File: config.mk
export PLATFORM = sky130hd
export DESIGN_NAME = bounded_item_list_store
export DESIGN_NICKNAME = d
export VERILOG_FILES = /design/src/design/blis_pkg.sv /design/src/design/bounded_item_list_store.sv
export SDC_FILE = /design/constraint.sdc
export NUM_CORES = 2
export LEC_CHECK = 0
export ABC_AREA = 0
export CAP_MARGIN = 20
export CORE_MARGIN = 8
export CORE_UTILIZATION = 25
export DETAILED_ROUTE_END_ITERATION = 8
export DONT_BUFFER_PORTS = 1
export GPL_ROUTABILITY_DRIVEN = 0
export PLACE_DENSITY = 0.4
export SETUP_SLACK_MARGIN = 0.4
export SLEW_MARGIN = 20
export SYNTH_ARGS = -nofsm -noshare
export SYNTH_HDL_FRONTEND = slang
export SYNTH_SLANG_ARGS = --single-unit
File: constraint.sdc
create_clock -name clk -period 11.1 [get_ports clk]
set_input_delay 1.11 -clock clk [delete_from_list [all_inputs] [get_ports clk]]
set_output_delay 1.11 -clock clk [all_outputs]
set_load 0.01 [all_outputs]
File: src/design/blis_pkg.sv
// shared constants and codes for the bounded item list store
package blis_pkg;

  localparam int DEPTH     = 64;
  localparam int ITEM_BITS = 32;
  localparam int IDX_BITS  = $clog2(DEPTH);
  localparam int CNT_BITS  = $clog2(DEPTH + 1);
  localparam int REQ_BITS  = 3;
  localparam int STAT_BITS = 2;

  localparam logic [REQ_BITS-1:0] REQ_APPEND = 3'd0;
  localparam logic [REQ_BITS-1:0] REQ_SET    = 3'd1;
  localparam logic [REQ_BITS-1:0] REQ_GET    = 3'd2;
  localparam logic [REQ_BITS-1:0] REQ_REMOVE = 3'd3;
  localparam logic [REQ_BITS-1:0] REQ_FIND   = 3'd4;
  localparam logic [REQ_BITS-1:0] REQ_CLEAR  = 3'd5;

  localparam logic [STAT_BITS-1:0] ST_OK        = 2'd0;
  localparam logic [STAT_BITS-1:0] ST_BAD_INDEX = 2'd1;
  localparam logic [STAT_BITS-1:0] ST_FULL      = 2'd2;
  localparam logic [STAT_BITS-1:0] ST_NOT_FOUND = 2'd3;

endpackage

File: src/design/bounded_item_list_store.sv
// bounded item list store: ordered list kept in one single-port-read memory
// sequence: a request is accepted, executed, then its result is registered for output;
//   get reads its entry first, remove shifts later entries down, find scans from index 0
// throughput: one item at a time; remove and find step one memory entry per cycle
// reset: synchronous active-low rst_n empties the list; memory contents are not cleared
module bounded_item_list_store (
  input  logic                              clk,
  input  logic                              rst_n,
  input  logic                              in_valid,
  output logic                              in_stall,
  input  logic [blis_pkg::REQ_BITS-1:0]     in_req_type,
  input  logic [blis_pkg::IDX_BITS-1:0]     in_index,
  input  logic [blis_pkg::ITEM_BITS-1:0]    in_item_in,
  output logic                              out_valid,
  input  logic                              out_stall,
  output logic [blis_pkg::STAT_BITS-1:0]    out_status,
  output logic [blis_pkg::ITEM_BITS-1:0]    out_item_out,
  output logic [blis_pkg::IDX_BITS-1:0]     out_found_index,
  output logic [blis_pkg::CNT_BITS-1:0]     out_count
);

  typedef enum logic [2:0] {
    S_IDLE,
    S_EXEC,
    S_GET,
    S_SHIFT,
    S_SCAN,
    S_EMIT
  } state_t;

  state_t                             state_r, state_nxt;
  logic [blis_pkg::REQ_BITS-1:0]      req_r, req_nxt;
  logic [blis_pkg::IDX_BITS-1:0]      idx_r, idx_nxt;
  logic [blis_pkg::ITEM_BITS-1:0]     item_r, item_nxt;
  logic [blis_pkg::IDX_BITS-1:0]      ptr_r, ptr_nxt;
  logic [blis_pkg::CNT_BITS-1:0]      count_r, count_nxt;
  logic [blis_pkg::STAT_BITS-1:0]     res_status_r, res_status_nxt;
  logic [blis_pkg::ITEM_BITS-1:0]     res_item_r, res_item_nxt;
  logic [blis_pkg::IDX_BITS-1:0]      res_found_r, res_found_nxt;
  logic                               out_valid_r, out_valid_nxt;
  logic [blis_pkg::STAT_BITS-1:0]     out_status_r, out_status_nxt;
  logic [blis_pkg::ITEM_BITS-1:0]     out_item_r, out_item_nxt;
  logic [blis_pkg::IDX_BITS-1:0]      out_found_r, out_found_nxt;
  logic [blis_pkg::CNT_BITS-1:0]      out_count_r, out_count_nxt;

  logic [blis_pkg::ITEM_BITS-1:0]     mem [blis_pkg::DEPTH];
  logic [blis_pkg::ITEM_BITS-1:0]     rd_data_r;
  logic [blis_pkg::IDX_BITS-1:0]      rd_addr;
  logic                               mem_we;
  logic [blis_pkg::IDX_BITS-1:0]      wr_addr;
  logic [blis_pkg::ITEM_BITS-1:0]     wr_data;
  logic                               idx_ok;

  assign in_stall        = (state_r != S_IDLE);
  assign out_valid       = out_valid_r;
  assign out_status      = out_status_r;
  assign out_item_out    = out_item_r;
  assign out_found_index = out_found_r;
  assign out_count       = out_count_r;

  assign idx_ok = (blis_pkg::CNT_BITS'(idx_r) < count_r);

  always_comb begin
    state_nxt      = state_r;
    req_nxt        = req_r;
    idx_nxt        = idx_r;
    item_nxt       = item_r;
    ptr_nxt        = ptr_r;
    count_nxt      = count_r;
    res_status_nxt = res_status_r;
    res_item_nxt   = res_item_r;
    res_found_nxt  = res_found_r;
    out_valid_nxt  = out_valid_r && out_stall;
    out_status_nxt = out_status_r;
    out_item_nxt   = out_item_r;
    out_found_nxt  = out_found_r;
    out_count_nxt  = out_count_r;
    mem_we         = 1'b0;
    wr_addr        = ptr_r;
    wr_data        = item_r;
    rd_addr        = idx_r;
    case (state_r)
      S_IDLE: begin
        if (in_valid) begin
          req_nxt   = in_req_type;
          idx_nxt   = in_index;
          item_nxt  = in_item_in;
          state_nxt = S_EXEC;
        end
      end
      S_EXEC: begin
        res_status_nxt = blis_pkg::ST_OK;
        res_item_nxt   = '0;
        res_found_nxt  = '0;
        state_nxt      = S_EMIT;
        case (req_r)
          blis_pkg::REQ_APPEND: begin
            if (count_r >= blis_pkg::CNT_BITS'(blis_pkg::DEPTH)) begin
              res_status_nxt = blis_pkg::ST_FULL;
            end else begin
              mem_we    = 1'b1;
              wr_addr   = count_r[blis_pkg::IDX_BITS-1:0];
              count_nxt = count_r + 1'b1;
            end
          end
          blis_pkg::REQ_SET: begin
            if (!idx_ok) begin
              res_status_nxt = blis_pkg::ST_BAD_INDEX;
            end else begin
              mem_we  = 1'b1;
              wr_addr = idx_r;
            end
          end
          blis_pkg::REQ_GET: begin
            if (!idx_ok) begin
              res_status_nxt = blis_pkg::ST_BAD_INDEX;
            end else begin
              rd_addr   = idx_r;
              state_nxt = S_GET;
            end
          end
          blis_pkg::REQ_REMOVE: begin
            if (!idx_ok) begin
              res_status_nxt = blis_pkg::ST_BAD_INDEX;
            end else if (blis_pkg::CNT_BITS'(idx_r) + 1'b1 < count_r) begin
              rd_addr   = idx_r + 1'b1;
              ptr_nxt   = idx_r;
              state_nxt = S_SHIFT;
            end else begin
              count_nxt = count_r - 1'b1;
            end
          end
          blis_pkg::REQ_FIND: begin
            if (count_r == '0) begin
              res_status_nxt = blis_pkg::ST_NOT_FOUND;
            end else begin
              rd_addr   = '0;
              ptr_nxt   = '0;
              state_nxt = S_SCAN;
            end
          end
          blis_pkg::REQ_CLEAR: begin
            count_nxt = '0;
          end
          default: begin
          end
        endcase
      end
      S_GET: begin
        res_item_nxt = rd_data_r;
        state_nxt    = S_EMIT;
      end
      S_SHIFT: begin
        // rd_data_r holds the entry just above ptr
        mem_we  = 1'b1;
        wr_addr = ptr_r;
        wr_data = rd_data_r;
        rd_addr = ptr_r + blis_pkg::IDX_BITS'(2);
        if (blis_pkg::CNT_BITS'(ptr_r) + blis_pkg::CNT_BITS'(2) < count_r) begin
          ptr_nxt = ptr_r + 1'b1;
        end else begin
          count_nxt = count_r - 1'b1;
          state_nxt = S_EMIT;
        end
      end
      S_SCAN: begin
        rd_addr = ptr_r + 1'b1;
        if (rd_data_r == item_r) begin
          res_found_nxt = ptr_r;
          state_nxt     = S_EMIT;
        end else if (blis_pkg::CNT_BITS'(ptr_r) + 1'b1 >= count_r) begin
          res_status_nxt = blis_pkg::ST_NOT_FOUND;
          state_nxt      = S_EMIT;
        end else begin
          ptr_nxt = ptr_r + 1'b1;
        end
      end
      S_EMIT: begin
        if (!out_valid_r || !out_stall) begin
          out_valid_nxt  = 1'b1;
          out_status_nxt = res_status_r;
          out_item_nxt   = res_item_r;
          out_found_nxt  = res_found_r;
          out_count_nxt  = count_r;
          state_nxt      = S_IDLE;
        end
      end
      default: begin
        state_nxt = S_IDLE;
      end
    endcase
  end

  always_ff @(posedge clk) begin
    if (!rst_n) begin
      state_r     <= S_IDLE;
      count_r     <= '0;
      out_valid_r <= 1'b0;
    end else begin
      state_r     <= state_nxt;
      count_r     <= count_nxt;
      out_valid_r <= out_valid_nxt;
    end
    req_r        <= req_nxt;
    idx_r        <= idx_nxt;
    item_r       <= item_nxt;
    ptr_r        <= ptr_nxt;
    res_status_r <= res_status_nxt;
    res_item_r   <= res_item_nxt;
    res_found_r  <= res_found_nxt;
    out_status_r <= out_status_nxt;
    out_item_r   <= out_item_nxt;
    out_found_r  <= out_found_nxt;
    out_count_r  <= out_count_nxt;
  end

  always_ff @(posedge clk) begin
    if (mem_we) begin
      mem[wr_addr] <= wr_data;
    end
    rd_data_r <= mem[rd_addr];
  end

endmodule

==> results.py <==
metrics = {
    "yosys": {
        "synth_area_sq_um": 89000,
        "synth_area_per_cell_sq_um": 14.5,
        "ys_warn_count": 0,
        "syn_inst": 6152,
        "yosysSeqAreaShare": 0.746,
        "synth.distinct_cells": 80,
        "syn-num-nets": 6228,
        "synth_edf_count": 2182,
        "synth-async-reset-ratio": 0,
        "ys_ff_latch": 2225,
        "synth_top_area_frac": 0.736,
        "synth_most_common_cell": "edfxtp_1",
        "yosys.area.top_type": "edfxtp_1",
        "synth_commonest_cells": "edfxtp_1 (2,182), nand2_1 (1,262), nand3_1 (407)",
        "synth_ff_type": "edfxtp_1",
        "ys_top_cells_by_area": "edfxtp_1 (74%), nand2_1 (5.3%), mux2i_1 (3.7%)",
    },
    "placed_design": {
        "dp.cells": 10700,
        "numPortBuffers": 0,
        "dp_hpwl_mm": 192,
        "postPlaceCellArea_sq_um": 96000,
        "post-place-ws_ns": 3.66,
    },
    "drt": {
        "drt_pass1_iterations": 8,
        "postRouteWirelength_mm": 339,
        "vias": 56000,
        "ant_nets": 0,
        "via_per_inst": 5.01,
        "drtIter0Drc": 6406,
        "drcViolationCount": 0,
        "wl_per_cell_um": 30.3,
    },
    "clock_tree": {
        "postCtsSetupBuffers": 0,
        "clockBufferDepth": 4,
        "clk_pin_slew_worst_paths_ns": 0.07,
        "cts_resized": 0,
        "root_buffer": "clkbuf_16",
        "clk_latency_ns": 0.94,
        "cts_hold_buf": 0,
        "cts_tree": "done",
        "cts_made_buffers": 248,
        "htreeDepth": 4,
        "cts.sinks": 2225,
    },
    "power": {
        "vdd_drop_max_mv": 0.148,
        "leakage_nw": 33.5,
        "p_total_w": 0.0235,
        "p_per_area_nw_per_um2": 227,
    },
    "setup_path": {
        "cp_slowest_cell": "a221oi_1",
        "cp.arrival_ns": 8.22,
        "required_ns": 11.91,
        "worstSetupEndpointType": "register",
        "crit_chain": "ha_1 -> nand3_1 -> xnor2_1 -> ha_1 -> a211oi_1 -> o21bai_1 -> a21oi_1 -> a41oi_4 -> buf_4 -> nand2_4 -> buf_12 -> buf_12 -> mux2i_1 -> o221ai_1 -> a221oi_1 -> o22ai_1 -> o21a_1",
        "worst_path_largest_cell_delay_ns": 1.01,
        "cp-start-kind": "register",
        "critPathKind": "reg2reg",
        "worst-path-max-fanout": 107,
    },
    "floorplanning": {
        "ioPinCount": 94,
        "dieArea_sq_um": 375000,
        "std_cell_rows": 219,
        "chipHeight_um": 613,
        "start_util": 0.251,
        "coreArea_sq_um": 355000,
        "die_w_um": 613,
    },
    "layout": {
        "stdcell_count": 11200,
        "nFillCells": 35800,
        "drive_gt1_frac": 0.117,
        "final_cell_area_sq_um": 104000,
        "fin_nets": 6297,
        "syn2layout_area_growth_pct": 16.6,
    },
    "flow_run": {
        "cap_violations": 0,
    },
    "timing": {
        "min_period_ns": 7.41,
        "slew_headroom": 0.196,
        "fmax_ghz": 0.135,
        "finalSetupTns_ns": 0,
        "fin_crit_sh": 0.667,
        "setup_slack_ns": 3.69,
        "hold_viol_final": 0,
        "worst_pin_slew_ns": 1.19,
        "clock_skew_ns": 0.103,
        "slew_viol_final": 0,
        "finalSetupViolations": 0,
        "rsz0062_at_grt": "false",
    },
    "worst_hold_path": {
        "min_path_type": "in2reg",
    },
    "global_routing": {
        "antenna_found_initial": 39,
        "grt_first_pass_wirelength_mm": 463,
        "grt_max_degree": 108,
        "first_global_vias": 53700,
        "grt.total_usage": 0.174,
        "grt-ovfl-total": 0,
    },
    "run_status": {
        "status": "finished clean",
    },
}
## placed cells by master, fill, tap and decap left out, types with 49 or more instances in the layout
cell	Yosys	layout
o21ai_0	55	52
edfxtp_1	2182	2182
nand3_1	407	406
buf_4	32	217
a211oi_1	250	250
o31a_1	80	80
a311oi_1	95	90
mux2i_1	331	331
nor2_4	0	66
clkinv_1	0	50
o22ai_1	57	49
and3_1	93	92
nor2_1	123	55
nand2_1	1262	1226
clkbuf_1	226	71
a31oi_1	116	115
a21oi_1	125	119
clkbuf_16	0	249
## cells by family after synthesis
logic type,synth area share
DFF,0.746
and+or+nand+nor,0.0994
AOI/OAI and AO/OA,0.0851
buffers and inverters,0.0221
muxes,0.0392
xor gates and xnor gates,0.00423
adders and majority gates,0.00436
## critical path, delay by kind of cell (launching register included)
| family | cells | cell delay (ns) |
|---|---|---|
| compound gates | 8 | 3.30 |
| xor+xnor | 1 | 0.24 |
| fa+ha+maj | 2 | 0.57 |
| buf+inv | 3 | 1.24 |
| flops | 1 | 0.59 |
| mux | 1 | 0.30 |
| simple gates | 2 | 0.65 |
## path summary, 6_finish.rpt
path,from,end,slack [ns],depth (start not counted)
min,in_item_in[22],item_r[22],0.33,0
max,idx_r[0],rd_data_r[14],3.69,17
max reg2reg,idx_r[0],rd_data_r[14],3.69,17
min reg2reg,res_found_r[1],out_found_index[1],0.42,0
## sequential cells by signal, summed over array words and instances (netlist names)
| register | cells |
|---|---|
| res_item_r | 32 |
| req_r | 3 |
| out_item_out | 32 |
| rd_data_r | 32 |
| out_status | 2 |
| state_r | 3 |
| item_r | 32 |
| out_valid | 1 |
| res_found_r | 6 |
| out_count | 7 |
| mem | 2048 |
| idx_r | 6 |
| ptr_r | 6 |
| out_found_index | 6 |
| count_r | 7 |
| res_status_r | 2 |
## power by group
group | internal [W] | leakage (nW) | switching, W
Clock | 0.00459 | 3.77 | 0.00342
Sequential | 0.00950 | 20.0 | 0.000301
Combinational | 0.00150 | 9.65 | 0.00423
Total | 0.0156 | 33.5 | 0.00795
## per-layer routing
| metal | routed length [um] | track usage | vias to the layer above | share of wire |
|---|---|---|---|---|
| met5 | 102 | 0 | - | 0.00030 |
| met4 | 9490 | 0.0429 | 16 | 0.028 |
| met3 | 25200 | 0.0314 | 444 | 0.074 |
| met2 | 150000 | 0.269 | 2092 | 0.44 |
| met1 | 154000 | 0.251 | 29600 | 0.45 |
| li1 | - | - | 23900 | - |
## metrics by stage
stage	utilization	hold slack (ns)
floorplan	-	0.400
global placement	0.270	0.410
detailed placement	0.270	0.405
CTS	0.292	0.262
global route	0.292	0.277
finish	0.292	0.328
## area by class of cell
type,instances,area (sq um),share of cell area
Inverter,17,63.8,0.000615
Clock inverter,115,1090,0.0105
Sequential cell,2225,66400,0.639
Clock buffer,334,6690,0.0644
Tap cell,4751,5940,0.0573
Antenna cell,11,27.5,0.000265
Multi-Input combinational cell,3489,21600,0.208
Timing Repair Buffer,240,2030,0.0196
(Power assumes the default switching activity.)
